### src/mca_fifo.sv
// Small synchronous queue built from registers.
`default_nettype none
module mca_fifo #(
  parameter int W     = 8,
  parameter int DEPTH = 4
) (
  input  wire logic         clk,
  input  wire logic         rst_n,
  input  wire logic         push,
  input  wire logic [W-1:0] wr_data,
  output logic              full,
  input  wire logic         pop,
  output logic [W-1:0]      rd_data,
  output logic              empty
);
  localparam int PW = (DEPTH > 1) ? $clog2(DEPTH) : 1;
  localparam int CW = $clog2(DEPTH + 1);

  logic [W-1:0]  mem_r [DEPTH];
  logic [PW-1:0] wr_ptr_r, wr_ptr_nxt, rd_ptr_r, rd_ptr_nxt;
  logic [CW-1:0] count_r, count_nxt;
  logic          do_push, do_pop;

  assign full    = (count_r == CW'(DEPTH));
  assign empty   = (count_r == '0);
  assign do_push = push && !full;
  assign do_pop  = pop && !empty;
  assign rd_data = mem_r[rd_ptr_r];

  always_comb begin
    wr_ptr_nxt = wr_ptr_r;
    rd_ptr_nxt = rd_ptr_r;
    count_nxt  = count_r;
    if (do_push) begin
      wr_ptr_nxt = (wr_ptr_r == PW'(DEPTH - 1)) ? '0 : wr_ptr_r + 1'b1;
    end
    if (do_pop) begin
      rd_ptr_nxt = (rd_ptr_r == PW'(DEPTH - 1)) ? '0 : rd_ptr_r + 1'b1;
    end
    if (do_push && !do_pop) begin
      count_nxt = count_r + 1'b1;
    end else if (do_pop && !do_push) begin
      count_nxt = count_r - 1'b1;
    end
  end

  always_ff @(posedge clk) begin
    if (!rst_n) begin
      wr_ptr_r <= '0;
      rd_ptr_r <= '0;
      count_r  <= '0;
    end else begin
      wr_ptr_r <= wr_ptr_nxt;
      rd_ptr_r <= rd_ptr_nxt;
      count_r  <= count_nxt;
    end
  end

  always_ff @(posedge clk) begin
    if (do_push) begin
      mem_r[wr_ptr_r] <= wr_data;
    end
  end

endmodule
`default_nettype wire

### config.mk
export PLATFORM = sky130hd
export DESIGN_NAME = mca_fifo
export DESIGN_NICKNAME = d
export VERILOG_FILES = /design/src/mca_fifo.sv
export SDC_FILE = /design/constraint.sdc
export NUM_CORES = 1
export LEC_CHECK = 0
export ABC_AREA = 1
export BUFFER_PORTS_ARGS = -buffer_cell sky130_fd_sc_hd__buf_2
export CAP_MARGIN = 20
export CORE_MARGIN = 3
export CORE_UTILIZATION = 31
export DETAILED_ROUTE_END_ITERATION = 8
export GPL_TIMING_DRIVEN = 0
export PLACE_DENSITY_LB_ADDON = 0.1
export SYNTH_ARGS = -nofsm -noshare
export SYNTH_HDL_FRONTEND = slang
export SYNTH_SLANG_ARGS = --single-unit
export TNS_END_PERCENT = 20
### constraint.sdc
create_clock -name clk -period 3.8 [get_ports clk]
set_input_delay 0.76 -clock clk [delete_from_list [all_inputs] [get_ports clk]]
set_output_delay 0.76 -clock clk [all_outputs]
set_load 0.05 [all_outputs]
==> results.cfg <==
[route]
dr.pass1.iters = 4
via_count = 1115
wire_per_inst_um = 13.8
vias_per_cell = 4.51
drt.antenna.violating_nets = 0
wl_um = 3420
drtIter0Drc = 45
wl_met3_um = 218
wl_met1_um = 1440
wl_met2_um = 1750
drc = 0
highest_layer = met4

[critical_path]
worstPathMaxFanout = 9
end_kind = output port
worstSetupPathType = flip-flop to output port
critPathLaunchType = flip-flop
cp_cell_sequence = inv_1, o21ai_0, o22ai_1, buf_2
slowest_stage = dfxtp_1
worstPathRequired_ns = 3.04
crit_family = buffers and inverters
cp.arrival_ns = 1.62
cp_slowest_stage_delay_ns = 0.43
cp_num_buf_inv = 2

[cells_and_area]
fin_nets = 195
utilization_pct = 38.5
regArea_sq_um = 1140
diodes = 0
layout_commonest_cell = nor2_1
layout_common_cells = 33 x nor2_1, 32 x edfxtp_1, 21 x buf_2
design_area_sq_um = 2010
multi_input_area_sq_um = 458
nFillCells = 546
layout-drive-gt1-share_pct = 20.3
syn_to_final_growth_pct = 18.5

[pwr]
power_density_nw_per_um2 = 796
leakage_nw = 0.802
ir_drop_mv = 0.409

[yosys]
yosysSeqAreaShare_pct = 67.4
syn_avg_cell_area_sq_um = 11.4
synth_area_sq_um = 1690
yosys_warnings = 0
synth_seq_cells = 41
synthCells = 148
syn-num-nets = 167
synth.lib_cells_used.distinct = 18

[sta]
drv_slew = 0
fin_skew_ns = 0.00442
worstMarginPinSlew_ns = 0.856
setup_violations = 0
hold_viol_final = 0
tns_ns = 0
fin_crit_ns = 2.38
fmax_mhz = 420
finalCritPeriodShare_pct = 62.6
rsz0062_at_grt = no
relSlewSlack_pct = 42.7

[grt]
grt_pass1_vias = 1109
track_usage_pct = 11.7
gr-total-overflow = 0
antenna_found_initial = 0
grt_max_degree = 14
grt_pass1_wl_um = 5550

[outcome]
status = finished clean

[placed_design]
gp_congestion = 0.802
placed_area_sq_um = 1890
port-buffer-count = 21
place_hpwl_um = 2330

[clocking]
cts_tree = yes
cts_buffers = 5
hold_buffers = 0
clock_sinks = 41
post_cts_resized = 0
clk_latency_ns = 0.29
clk_path_buf_depth = 2
clk_pin_slew_worst_paths_ns = 0.08
cts_root_buf = clkbuf_8
cts_setup_buffers = 0
htree_levels = 2

[floorplan]
start_util_pct = 32.5
num_rows = 26
die_w_um = 79.9
core_area_sq_um = 5200
die_y_um = 79.9
ios = 22
dieArea_sq_um = 6380

[worst_hold_path]
min_path_type = flip-flop to flip-flop

[flow_run]
drv_cap = 0
-- tightest hold or removal path, cell delays in order (launching register included) --
cell and delay, ns:
dfxtp_1 0.34, inv_1 0.07, a21oi_1 0.06
-- cells by family after synthesis --
logic type / Yosys count / share of synthesized area, %
compound gates: 28 / 9.53
fa+ha+maj: 7 / 5.62
buf+inv: 21 / 5.54
flops: 41 / 67.4
simple gates: 51 / 11.9
-- sequential cells by signal (all words and copies together) (netlist names), named ones only --
register	count
rd_ptr_r	2
count_r	3
wr_ptr_r	2
mem_r	32
-- through the flow --
stage / instances / setup WS, ns / total power, W / hold slack, ns
after floorplan: 148 / 1.63 / 0.00109 / 0.480
after global placement: 239 / 1.72 / 0.00123 / 0.496
after detailed placement: 239 / 1.69 / 0.00125 / 0.501
after CTS: 247 / 1.40 / 0.00161 / 0.513
after global routing: 247 / 1.27 / 0.00169 / 0.543
final: 247 / 1.42 / 0.00160 / 0.512
-- metal layers --
| layer | global-route usage, % | up-vias |
|---|---|---|
| li1 | - | 559 |
| met1 | 13.7 | 523 |
| met2 | 20.2 | 31 |
| met3 | 3.72 | 2 |
| met4 | 3.55 | 0 |
| met5 | 0 | - |
-- cells in the mapped netlist --
cell type | instances | area (sq um)
nor2_1 | 33 | 124
edfxtp_1 | 32 | 961
inv_1 | 18 | 67.6
nand2_1 | 14 | 52.6
o21ai_0 | 14 | 70.1
dfxtp_1 | 9 | 180
o22ai_1 | 8 | 50.1
ha_1 | 6 | 75.1
o21ai_2 | 3 | 26.3
a21oi_1 | 2 | 10.0
buf_6 | 2 | 22.5
fa_1 | 1 | 20.0
inv_2 | 1 | 3.75
nand2_2 | 1 | 6.26
nand3_1 | 1 | 5.00
nand3b_1 | 1 | 7.51
nand4_1 | 1 | 6.26
o21ai_1 | 1 | 5.00
-- worst paths after layout --
| check | start | slack (ns) | cells after the start | end |
|---|---|---|---|---|
| setup / recovery | flip-flop | 1.42 | 4 | rd_data[7] |
| hold / removal | count_r[0] | 0.51 | 2 | count_r[0] |
| setup reg to reg | count_r[1] | 1.93 | 9 | count_r[1] |
| hold reg to reg | count_r[0] | 0.51 | 2 | count_r[0] |
-- area by class of cell --
type                    instances  area share [%]
plain buffers                   2            1.12
clock buffers                   6            4.12
clock inverters                 2            1.87
inverters                      19            3.56
multi-input cells              86            22.8
flip-flops and latches         41            56.9
well taps                      70            4.37
repair buffers                 21            5.24
-- power by group --
part,switching [W],total [W],internal [W],leakage [nW]
sequential,0.0000507,0.000609,0.000558,0.368
combinational,0.000459,0.000624,0.000165,0.376
clock,0.000150,0.000363,0.000214,0.0574
total,0.000659,0.00160,0.000936,0.802
Note: power is estimated with default switching activity, not from simulation.
