## config.mk

```make
export PLATFORM = sky130hd
export DESIGN_NAME = mca_front
export DESIGN_NICKNAME = d
export VERILOG_FILES = /design/src/mca_pkg.sv /design/src/mca_front.sv
export SDC_FILE = /design/constraint.sdc
export NUM_CORES = 1
export LEC_CHECK = 0
export ABC_AREA = 1
export BUFFER_PORTS_ARGS = -buffer_cell sky130_fd_sc_hd__buf_2
export CAP_MARGIN = 20
export CORE_MARGIN = 2
export CORE_UTILIZATION = 32
export CTS_CLUSTER_SIZE = 25
export DETAILED_ROUTE_END_ITERATION = 10
export PLACE_DENSITY = 0.8
export SLEW_MARGIN = 20
export SYNTH_ARGS = -nofsm -noshare
export SYNTH_HDL_FRONTEND = slang
export SYNTH_SLANG_ARGS = --single-unit
```

## constraint.sdc

```tcl
create_clock -name clk -period 1.7 [get_ports clk]
set_input_delay 0 -clock clk [delete_from_list [all_inputs] [get_ports clk]]
set_output_delay 0 -clock clk [all_outputs]
set_load 0.05 [all_outputs]
```

## src/mca_pkg.sv

```systemverilog
// Shared types and constants for the mean and covariance accumulator.
`default_nettype none
package mca_pkg;

  localparam int DIM_MAX    = 4;
  localparam int IDX_W      = 2;
  localparam int DIM_W      = 3;
  localparam int CNT_W      = 17;
  localparam int MAX_POINTS = 65535;

  localparam logic KIND_MEAN = 1'b0;
  localparam logic KIND_COV  = 1'b1;

  // One element as classified by the front end.
  typedef struct packed {
    logic signed [15:0] sample;
    logic [IDX_W-1:0]   idx;
    logic               complete;
    logic               last;
  } fe_item_t;

  // One result word.
  typedef struct packed {
    logic               kind;
    logic [1:0]         row;
    logic [1:0]         col;
    logic signed [47:0] value;
    logic               error;
    logic               last;
  } res_t;

endpackage
`default_nettype wire

```

## src/mca_front.sv

```systemverilog
// Front end: holds the dim register and tags each element with its place in a point.
`default_nettype none
module mca_front import mca_pkg::*; (
  input  wire logic               clk,
  input  wire logic               rst_n,
  input  wire logic               cfg_we,
  input  wire logic [DIM_W-1:0]   cfg_dim,
  input  wire logic               in_push,
  input  wire logic signed [15:0] in_sample,
  input  wire logic               in_last_point,
  input  wire logic               q_full,
  output logic                    q_push,
  output fe_item_t                q_item,
  output logic [DIM_W-1:0]        dim_eff
);
  logic [DIM_W-1:0] dim_r;
  logic [IDX_W-1:0] idx_r, idx_nxt;
  logic             complete;

  always_comb begin
    if (dim_r == '0) begin
      dim_eff = DIM_W'(1);
    end else if (dim_r > DIM_W'(DIM_MAX)) begin
      dim_eff = DIM_W'(DIM_MAX);
    end else begin
      dim_eff = dim_r;
    end
  end

  assign q_push   = in_push && !q_full;
  assign complete = ({1'b0, idx_r} + DIM_W'(1)) >= dim_eff;

  always_comb begin
    q_item.sample   = in_sample;
    q_item.idx      = idx_r;
    q_item.complete = complete;
    q_item.last     = in_last_point;
    idx_nxt         = idx_r;
    if (q_push) begin
      idx_nxt = (complete || in_last_point) ? '0 : idx_r + 1'b1;
    end
  end

  always_ff @(posedge clk) begin
    if (!rst_n) begin
      dim_r <= DIM_W'(DIM_MAX);
      idx_r <= '0;
    end else begin
      if (cfg_we) begin
        dim_r <= cfg_dim;
      end
      idx_r <= idx_nxt;
    end
  end

endmodule
`default_nettype wire

```

==> reports/qor.txt <==
==================================================================================
Total clock buffers created by CTS                                               3
Internal Power                                                              250 uW
Switching power                                                             128 uW
Cells after Synth                                                               60
Clock latency on the worst-skew pair                                       0.24 ns
Comb pwr share                                                               29.2%
Crit path buffers/inverters                                                      2
Maximum clock path buffer count                                                  2
DRC                                                                              0
Worst setup SP type                                                      flip-flop
Static power due to leakage                                               0.272 nW
Crit Path Max Fanout                                                             5
Switching fraction of total power                                            33.8%
Drt initial violations                                                           1
Avg Synthesized Cell Area                                               7.17 sq um
Full die area                                                           1650 sq um
Number of endpoints with negative hold slack in the final report                 0
Sequential fraction of the synthesis area                                    23.3%
Via count of the first global-routing pass                                     261
Initial core utilization                                                     33.5%
Die Wd                                                                     40.7 um
Via density per instance                                                      4.14
Cell repeated most along the worst path                                    nand2_1
TritonCTS clock tree                                                           yes
Worst-case headroom to the max-slew limit                                    83.2%
Final TNS setup                                                               0 ns
RSZ-0062 raised after global routing                                            no
DR vias                                                                        327
Count of clock tree sinks                                                        5
Final setup fails                                                                0
Minimum setup slack after placement                                       0.296 ns
Final Max Slew Viols                                                             0
Antenna viol nets, final                                                         0
Library cell with the largest summed area after synthesis                    buf_4
Share of power burned in registers                                           34.8%
Least setup slack across all paths after layout                           0.131 ns
Synthesized flop and latch total                                                 5
Path category of the worst min-delay check                            primary input to primary output
Slowest Stage Delay on Critical Path                                       0.34 ns
Remaining Overflow, GRT                                                          0
Worst slew pin tran                                                       0.254 ns
Critical Path Slowest Stage Cell                                           dfxtp_2
Distinct cells, synth                                                           11
Routability-driven placement congestion ratio                                0.643
Clock-pin transition on the worst setup and hold timing paths              0.05 ns
IR drop worst, VDD                                                          392 uV
Number of placed I/O pins                                                       49
First-pass GRT wire length                                                 1090 um
Post-CTS setup buffers                                                           0
Critical path data required time                                           1.70 ns
Global router's overall resource usage                                       10.4%
Number of placement rows                                                        13
Relative contribution of the clock network to total power                    36.1%
Worst setup EP type                                                   primary output
Pin count of the biggest net entering global routing                             6
Post-synthesis instance area                                             430 sq um
Chip height                                                                40.7 um
Fill cell count                                                                147
WL per Instance                                                            9.94 um
Fmax                                                                       637 MHz
Ratio of final minimum period to clock period                                92.3%
Total number of H-tree levels                                                    1
Overall routed net length                                                   785 um
Power per unit of standard cell area                                   831 nW/um^2
Area contributors post-synth                                          buf_4, dfxtp_1, ha_1
Root buf cell                                                             clkbuf_4
Number of antenna diodes                                                         0
Final Critical Period                                                      1.57 ns
Family of cells with the greatest summed delay on the critical path    adder cells
Area share of the leading cell type in the synthesized netlist               31.4%
Proportion of layout cells with a drive suffix above 1                       34.4%
Drt first pass iters                                                             2
Area Growth Syn to Fin                                                       5.52%
Worst Setup Path Type                                                 flip-flop to primary output
Yosys warning total                                                              0
Antenna violations before repair                                                 0
Setup Skew                                                              0.00657 ns
Count of buffers inserted at the top-level ports                                16
Synthesized netlist net count                                                   89
Flop2flop setup slack                                                      0.30 ns
Final Net Count                                                                 94
Worst-path cell chain                                                 ha_1 > ha_1 > nand2_1 > inv_1 > nand2_1 > nand2_1 > buf_4
Critical Path AT                                                           1.57 ns
Floorplan core area                                                     1280 sq um
Run status                                                            finished, final reports clean
Count of maximum capacitance violations                                          0
==================================================================================
## worst register-to-register path: cells and delay by family (launching register included)
family,cells,cell delay [ns]
buf+inv,1,0.03
simple gates,3,0.24
flops,1,0.34
compound gates,1,0.13
fa+ha+maj,2,0.58
## state kept, by name (all words and copies together) (netlist names)
| register | cells |
|---|---|
| idx_r | 2 |
| dim_r | 3 |
## final cells by class
class | count | area (sq um) | share of cell area [%]
clock buffer | 4 | 26.3 | 5.79
inverter | 10 | 37.5 | 8.26
multi-input combinational | 26 | 158 | 34.7
sequential | 5 | 101 | 22.3
tap | 15 | 18.8 | 4.13
timing repair buffer | 19 | 113 | 24.8
## synth_stat cells, drive strengths merged
| cell | number |
|---|---|
| nand4 | 2 |
| o21ai | 4 |
| buf | 18 |
| a21oi | 6 |
| dfxtp | 5 |
| inv | 10 |
| nor2 | 3 |
| nand2 | 7 |
| clkbuf | 1 |
| ha | 4 |
## metrics by stage
| stage | total power [mW] | cell area (sq um) | instances | hold WS (ns) | utilization, % |
|---|---|---|---|---|---|
| 2_1_floorplan | 0.315 | 434 | 60 | 0.112 | - |
| 3_3_place_gp | 0.233 | 394 | 72 | 0.000341 | 30.7 |
| 3_5_place_dp | 0.236 | 394 | 72 | 0.000341 | 30.7 |
| 4_1_cts | 0.379 | 450 | 79 | 0.000341 | 35.1 |
| 5_1_grt | 0.407 | 454 | 79 | 0.0000718 | 35.3 |
| 6_report | 0.378 | 454 | 79 | 0.0000220 | 35.3 |
## what timing repair did
item / CTS / global route
endpoints found under the setup margin: 0 / 1
hold buffers: 3 / 0
hold endpoints to repair: 2 / 0
gates resized for setup: 0 / 3
## cells in the final DEF (no fill, tap or decap)
master,instances
dfxtp_1,4
nor2_1,3
nand4_1,2
o21ai_0,4
inv_1,10
buf_2,15
dlygate4sd3_1,3
clkbuf_1,1
a21oi_2,2
a21oi_1,4
ha_1,4
buf_4,1
nand2_1,7
dfxtp_2,1
clkbuf_4,3
## power by group through the flow
stage | Sequential, mW | Clock [mW] | Combinational, mW
floorplan | 0.141 | 0 | 0.174
detailed placement | 0.133 | 0 | 0.103
global route | 0.132 | 0.153 | 0.122
global placement | 0.133 | 0 | 0.101
finish | 0.131 | 0.136 | 0.110
CTS | 0.131 | 0.139 | 0.109
## layer usage
layer	vias to the layer above	wire length [um]	track usage, %
li1	179	-	-
met1	132	326	14.8
met2	14	372	13.5
met3	2	80	4.89
met4	0	5	3.33
met5	-	0	0
## kinds of logic (layout without fill, tap and decap cells)
family                   Yosys count  after routing  synth area share [%]
AO/OA/AOI/OAI                     10             10                  12.5
AND/OR/NAND/NOR                   12             12                  11.6
flip-flops                         5              5                  23.3
adder cells (fa/ha/maj)            4              4                  11.6
buffers and inverters             29             33                  41.0
## final timing paths
kind,endpoint,cells after the start,start
max reg2reg,idx_r[0],7,idx_r[0]
min,q_item[19],0,in_sample[15]
max,q_item[1],7,idx_r[0]
min reg2reg,dim_r[0],2,dim_r[0]
(Power assumes the default switching activity.)
