`src/mca_pkg.sv`:
```
// Shared types and constants for the mean and covariance accumulator.
`default_nettype none
package mca_pkg;

  localparam int DIM_MAX    = 4;
  localparam int IDX_W      = 2;
  localparam int DIM_W      = 3;
  localparam int CNT_W      = 17;
  localparam int MAX_POINTS = 65535;

  localparam logic KIND_MEAN = 1'b0;
  localparam logic KIND_COV  = 1'b1;

  // One element as classified by the front end.
  typedef struct packed {
    logic signed [15:0] sample;
    logic [IDX_W-1:0]   idx;
    logic               complete;
    logic               last;
  } fe_item_t;

  // One result word.
  typedef struct packed {
    logic               kind;
    logic [1:0]         row;
    logic [1:0]         col;
    logic signed [47:0] value;
    logic               error;
    logic               last;
  } res_t;

endpackage
`default_nettype wire

```
`src/mca_div.sv`:
```
// Divider of a signed dividend by an unsigned divisor, one quotient bit per cycle, truncating toward zero.
`default_nettype none
module mca_div import mca_pkg::*; (
  input  wire logic               clk,
  input  wire logic               rst_n,
  input  wire logic               start,
  input  wire logic signed [63:0] dividend,
  input  wire logic [CNT_W-1:0]   divisor,
  output logic                    done,
  output logic signed [63:0]      quotient
);
  logic             busy_r;
  logic [6:0]       cnt_r;
  logic             neg_r;
  logic [CNT_W-1:0] rem_r;
  logic [63:0]      quo_r;
  logic [CNT_W:0]   shifted, trial;
  logic             fit;
  logic             done_r;

  assign shifted  = {rem_r, quo_r[63]};
  assign trial    = shifted - {1'b0, divisor};
  assign fit      = shifted >= {1'b0, divisor};
  assign done     = done_r;
  assign quotient = neg_r ? -$signed(quo_r) : $signed(quo_r);

  always_ff @(posedge clk) begin
    if (!rst_n) begin
      busy_r <= 1'b0;
      done_r <= 1'b0;
      cnt_r  <= '0;
    end else begin
      done_r <= 1'b0;
      if (start && !busy_r) begin
        busy_r <= 1'b1;
        cnt_r  <= 7'd64;
      end else if (busy_r) begin
        cnt_r <= cnt_r - 1'b1;
        if (cnt_r == 7'd1) begin
          busy_r <= 1'b0;
          done_r <= 1'b1;
        end
      end
    end
  end

  always_ff @(posedge clk) begin
    if (start && !busy_r) begin
      neg_r <= dividend[63];
      rem_r <= '0;
      quo_r <= dividend[63] ? 64'(-dividend) : 64'(dividend);
    end else if (busy_r) begin
      rem_r <= fit ? trial[CNT_W-1:0] : shifted[CNT_W-1:0];
      quo_r <= {quo_r[62:0], fit};
    end
  end

endmodule
`default_nettype wire

```
`config.mk`:
```
export PLATFORM = sky130hd
export DESIGN_NAME = mca_div
export DESIGN_NICKNAME = d
export VERILOG_FILES = /design/src/mca_pkg.sv /design/src/mca_div.sv
export SDC_FILE = /design/constraint.sdc
export NUM_CORES = 1
export LEC_CHECK = 0
export BUFFER_PORTS_ARGS = -buffer_cell sky130_fd_sc_hd__buf_2
export CAP_MARGIN = 20
export CORE_UTILIZATION = 60
export DETAILED_ROUTE_END_ITERATION = 8
export GPL_ROUTABILITY_DRIVEN = 1
export HOLD_SLACK_MARGIN = 0.06
export PLACE_DENSITY = 0.86
export SETUP_SLACK_MARGIN = 0.15
export SLEW_MARGIN = 20
export SYNTH_ARGS = -nofsm -noshare
export SYNTH_HDL_FRONTEND = slang
export SYNTH_SLANG_ARGS = --single-unit
```
`constraint.sdc`:
```
create_clock -name clk -period 5.4 [get_ports clk]
set_clock_uncertainty 0.2 [all_clocks]
set_input_delay 0 -clock clk [delete_from_list [all_inputs] [get_ports clk]]
set_output_delay 0 -clock clk [all_outputs]
set_load 0.1 [all_outputs]
```
==> results of run 1 <==
==> area by class of cell <==
class                           instances  area [um2]  area share, %
Multi-Input combinational cell        698        4580           49.0
Sequential cell                        91        2470           26.5
Timing Repair Buffer                  244        1690           18.1
Clock buffer                           11         254           2.72
Tap cell                              143         179           1.92
Inverter                               35         131           1.41
Clock inverter                          5        32.5          0.348
==> registers in the layout (all words and copies together) (netlist names) <==
register / count
cnt_r: 7
neg_r: 1
quo_r: 64
rem_r: 17
busy_r: 1
done: 1
==> routing by layer <==
metal  part of all wire (%)  global-route usage (%)  up-vias
li1                       -                       -     3593
met1                     39                    44.3     3522
met2                     47                    60.1      535
met3                    8.9                    4.86      109
met4                    5.1                    21.6        0
met5                      0                       0        -
==> how the worst max path moves through the flow <==
| stage | start | to | slack, ps | depth (start not counted) |
|---|---|---|---|---|
| CTS | quo_r[6] | quotient[60] | 1430 | 8 |
| finish | quo_r[6] | quotient[60] | 1300 | 8 |
| global route | quo_r[0] | quotient[50] | 1200 | 10 |
| floorplan | quo_r[30] | quotient[50] | 1820 | 7 |
| detailed placement | quo_r[63] | rem_r[9] | 1440 | 11 |
| global placement | quo_r[63] | rem_r[3] | 1570 | 11 |
==> worst max-delay path: stages, from the launching register on <==
cell and delay, ps:
edfxtp_1 430, or4_1 640, nor4_2 390, or3b_2 540, nor4_2 340, nand2_1 280
o31ai_1 310, xnor2_1 170, buf_2 460
==> stage by stage <==
stage	total power (W)	hold WS, ps
5_1_grt	0.00301	63.8
3_3_place_gp	0.00219	57.1
2_1_floorplan	0.00197	-101
6_report	0.00292	58.8
3_5_place_dp	0.00221	61.0
4_1_cts	0.00288	61.9
==> logic make-up (layout without fill, tap and decap cells) <==
family	count (synthesis)	after routing	share of synthesized area, %
compound gates	234	234	20.5
xor+xnor	138	138	16.5
fa+ha+maj	22	22	3.86
buf+inv	74	295	3.96
flops	91	91	33.8
mux	7	7	0.991
simple gates	297	297	20.4
==> cell usage after synthesis, types with 18 or more instances <==
cell / count / area share [%]
xnor2_1: 74 / 8.9
o21ai_0: 96 / 6.6
nor2_1: 21 / 1.1
o21ai_1: 21 / 1.4
ha_1: 21 / 3.6
inv_1: 33 / 1.7
nand2_1: 136 / 7.0
clkbuf_1: 32 / 1.6
xor2_1: 64 / 7.7
dfxtp_1: 26 / 7.1
o41ai_1: 18 / 2.2
nor3_1: 21 / 1.4
a21oi_1: 22 / 1.5
edfxtp_1: 65 / 27
or3_1: 25 / 2.1
o31ai_1: 34 / 3.5
==> what timing repair did <==
action | 4_1_cts | 5_1_grt
endpoints found under the setup margin | 0 | 0
endpoints found under the hold margin | 88 | 0
hold buffers | 92 | 0
==> report_power, final <==
group          total (W)  switching (W)  internal, W
combinational    0.00133        0.00102     0.000308
clock           0.000625       0.000283     0.000342
sequential      0.000969       0.000115     0.000854
total            0.00292        0.00142      0.00150
==> impl_metrics.yaml, run 1 <==
placed_design:
  portBuffers: 148
  dp.final_hpwl_um: 14500
  post-place-ws_ps: 1440
  dpl.cell_count: 1119
  place_congestion: 0.902
  place_area_mm2: 0.00813
sta:
  setup_viol: 0
  setup_ws_ps: 1300
  worst-slew-pin-transition_ps: 1080
  rsz0062_at_grt: "no"
  max_freq_mhz: 244
  period_minus_slack_ps: 4100
  finalHoldViolations: 0
  finalSetupTns_ps: 0
  finalMaxSlewViolations: 0
  relSlewSlack_pct: 28.1
  finalCritPeriodShare_pct: 75.9
clocking:
  cts_tree: "built"
  ctsLongestPathBuffers: 2
  cts_made_buffers: 9
  clk_latency_ps: 350
  post-cts-setup-buffer-count: 0
  clock_sinks: 91
  htreeDepth: 3
  cts.repair.resized: 0
  cts_root_buf: "clkbuf_16"
  clk_transition_reported_paths_ps: 70
worst_hold_path:
  holdPathEnd: "rem_r[15]"
  min_path_type: "in2reg"
  holdPathStages: 5
  hold_start: "divisor[15]"
grt:
  antenna_found_initial: 0
  grt_max_degree: 73
  grt_overflow: 0
  grt_pass1_vias: 7468
  grt_usage_pct: 35.9
  grt_pass1_wl_um: 35700
pwr:
  p_leak_nw: 3.69
  power_density_mw_per_mm2: 313
  ir_drop_mv: 0.226
die:
  row_count: 39
  core_mm2: 0.0117
  die_area_mm2: 0.0127
  start_util_pct: 62.8
  die-height_um: 112
  io_pins: 149
  die_w_um: 112
synth:
  synth_enable_flop_cells: 65
  yosysWarningCount: 0
  avgSynthCellArea_um2: 8.49
  yosys.cell_types.count: 58
  yosysSeqAreaShare_pct: 33.8
  syn-instance-count: 863
  netlist_area_mm2: 0.00732
  async_flop_share_pct: 0
  synth_fp_nets: 969
  ys_seq_elements: 91
  synth_flop_cell: "edfxtp_1"
setup_path:
  r2r_end: "rem_r[1]"
  crit_arrival_ps: 3900
  r2r_setup_slack_ps: 1660
  startpoint_type: "register"
  rr_startpoint: "quo_r[63]"
  worstPathMaxFanout: 5
  cp.required_ps: 5200
  end_kind: "output port"
  reg2regPathDepth: 11
  crit_type: "reg2out"
run:
  drv_cap: 0
layout:
  fin_area_mm2: 0.00934
  diodes: 0
  drive_gt1_share_pct: 17.8
  area_growth_pct: 27.6
  fin_cells: 1227
  final_util_pct: 80.1
  layout_common_cells: "buf_2 (147), nand2_1 (135), o21ai_0 (95), dlygate4sd3_1 (92), xnor2_1 (74)"
  final_common_cell: "buf_2"
  fin_nets: 1185
  fillers: 718
detailed_routing:
  drc: 0
  ant_nets: 0
  drt_iter0_drc: 917
  first_pass_iters: 5
  routed_wl_um: 22500
  vias_per_cell: 6.32
  routedWlPerCell_um: 18.3
  num_vias: 7759
run_status:
  status: "finished clean"
(Power assumes the default switching activity.)
==> run 2: changes to the inputs <==
- CORE_UTILIZATION: 60 -> 51
- PLACE_DENSITY: 0.86 -> 0.78
- clock period: 5.4 -> 3.5 ns (I/O delays scaled with it)
==> run 2 against run 1 <==
Effect of this change:
- setup slack worse by 1300 ps
- combinational power up 82%
- total power up 68%
==> impl_metrics.yaml, run 2 (synthesized netlist as in run 1, its figures left out) <==
run_status:
  status: "finished clean"
grt:
  grt_max_degree: 66
  grt_overflow: 0
  met1_usage_pct: 38.5
  grt_pass1_vias: 7160
  met3_usage_pct: 5.71
  grt_pass1_wl_um: 35600
  antenna_found_initial: 0
  grtUsageMet2_pct: 51.4
  grt_usage_pct: 30.7
  top_usage_layer: "met2"
sta:
  finalMaxSlewViolations: 0
  finalHoldViolations: 0
  max_freq_mhz: 289
  finalSetupTns_ps: 0
  worst-slew-pin-transition_ps: 878
  rsz0062_at_grt: "yes"
  finalCritPeriodShare_pct: 99.0
  setup_viol: 0
  period_minus_slack_ps: 3460
  relSlewSlack_pct: 41.4
pwr:
  p_int_w: 0.00259
  netSwitchingPower_w: 0.00232
  power_frac_clock_pct: 20.1
  power_frac_seq_pct: 30.7
  ir_drop_mv: 0.391
  pwr-share-comb_pct: 49.2
  p_leak_nw: 4.26
  sw_frac_of_total_pct: 47.3
  power_density_mw_per_mm2: 461
placed_design:
  dpl.cell_count: 1176
  portBuffers: 148
  dp.final_hpwl_um: 14900
  place_congestion: 0.879
clocking:
  ctsLongestPathBuffers: 2
  cts_made_buffers: 9
  clock_sinks: 91
  clk_latency_ps: 360
  cts_root_buf: "clkbuf_16"
  clk_transition_reported_paths_ps: 60
  cts_tree: "built"
  htreeDepth: 3
detailed_routing:
  drc: 0
  drt_iter0_drc: 783
  first_pass_iters: 5
  vias_per_cell: 6.05
  num_vias: 7887
  routedWlPerCell_um: 18.4
  ant_nets: 0
  routed_wl_um: 24000
layout:
  diodes: 0
  regArea_mm2: 0.00247
  final_common_cell: "nand2_1"
  layout_common_cells: "nand2_1 (133), buf_2 (112), o21ai_0 (91), dlygate4sd3_1 (81), edfxtp_1 (65)"
  fin_cells: 1303
  largest-register: "quo_r"
  multi_input_area_mm2: 0.00513
  fillers: 878
  area_growth_pct: 45.3
  largest_reg_flops: 64
  drive_gt1_share_pct: 27.6
  reg_top3: "quo_r x64, rem_r x17, cnt_r x7"
  fin_nets: 1224
setup_path:
  critPathTopFamily: "simple AND/OR/NAND/NOR gates"
  critPathBufInv: 2
  critPathMaxStageDelay_ps: 480
  crit_type: "reg2out"
  endpoint: "quotient[50]"
  reg2regPathDepth: 12
  crit_chain: "inv_2 > ha_2 > or4b_4 > nor4_4 > nand3_2 > or3_4 > or3_4 > o31ai_4 > xnor2_2 > buf_12"
  path_depth: 10
  rr_startpoint: "quo_r[63]"
  crit_slowest_cell: "or4b_4"
  r2r_end: "rem_r[3]"
  cp.required_ps: 3300
  startpoint_type: "register"
  r2r_setup_slack_ps: 360
  crit_top_cell: "or3_4"
  worstPathMaxFanout: 3
  crit_start: "quo_r[1]"
  crit_arrival_ps: 3260
  end_kind: "output port"
die:
  io_pins: 149
  die_w_um: 122
  die_area_mm2: 0.0148
  row_count: 43
  start_util_pct: 52.6
  core_mm2: 0.0139
  die-height_um: 122
run:
  drv_cap: 0
worst_hold_path:
  min_path_type: "in2reg"
-- run 2: how the worst min path moves through the flow --
stage | startpoint | cells past startpoint | endpoint
2_1_floorplan | dividend[63] | 0 | neg_r
3_3_place_gp | rst_n | 3 | busy_r
3_5_place_dp | rst_n | 3 | busy_r
4_1_cts | divisor[11] | 5 | rem_r[11]
5_1_grt | divisor[11] | 5 | rem_r[11]
6_report | divisor[11] | 5 | rem_r[11]
-- run 2: cell type report --
type                       instances  area share [%]
multi-input combinational        698            48.2
timing repair buffer             283            22.5
inverter                          35            1.23
tap                              180            2.12
clock buffer                      10            2.35
sequential                        91            23.2
clock inverter                     6           0.423
-- run 2: power groups by stage --
| stage | Clock, W | Combinational, W | Sequential (W) |
|---|---|---|---|
| 2_1_floorplan | 0 | 0.00160 | 0.00145 |
| 3_3_place_gp | 0 | 0.00214 | 0.00148 |
| 3_5_place_dp | 0 | 0.00215 | 0.00149 |
| 4_1_cts | 0.000994 | 0.00231 | 0.00148 |
| 5_1_grt | 0.00103 | 0.00251 | 0.00151 |
| 6_report | 0.000986 | 0.00242 | 0.00151 |
-- run 2: worst reg2reg max path, cell delays in order (launching register included) --
cell and delay [ps]:
edfxtp_1 410, inv_1 80, ha_1 160, inv_1 50, fa_1 410, a21oi_2 200
o211ai_1 180, a2111oi_4 360, o31ai_2 180, o21ai_2 240, buf_12 210, mux2i_1 230
o21ai_0 100
-- run 2: metrics by stage --
stage	hold WS [ps]	total power [W]	setup WS, ps	instance area, um2	util, %
after global routing	114	0.00506	-45.0	10600	76.4
after global placement	55.5	0.00363	227	8750	62.8
after floorplan	-101	0.00306	131	7390	-
after CTS	63.3	0.00478	-32.8	10200	73.4
after detailed placement	54.7	0.00365	196	8750	62.8
final	73.6	0.00491	36.0	10600	76.4
-- run 2: per-layer routing --
layer,up-vias,part of all wire [%]
met5,-,0
met1,3683,39
met2,444,49
met4,0,4.2
met3,84,8.3
li1,3676,-
-- run 2: timing repair --
action                                  CTS  global route
gates resized for setup                  48            66
endpoints found under the setup margin   33            69
hold buffers                             81             0
pin swaps                                16            18
hold endpoints to repair                 91             0
setup buffers                            18            12
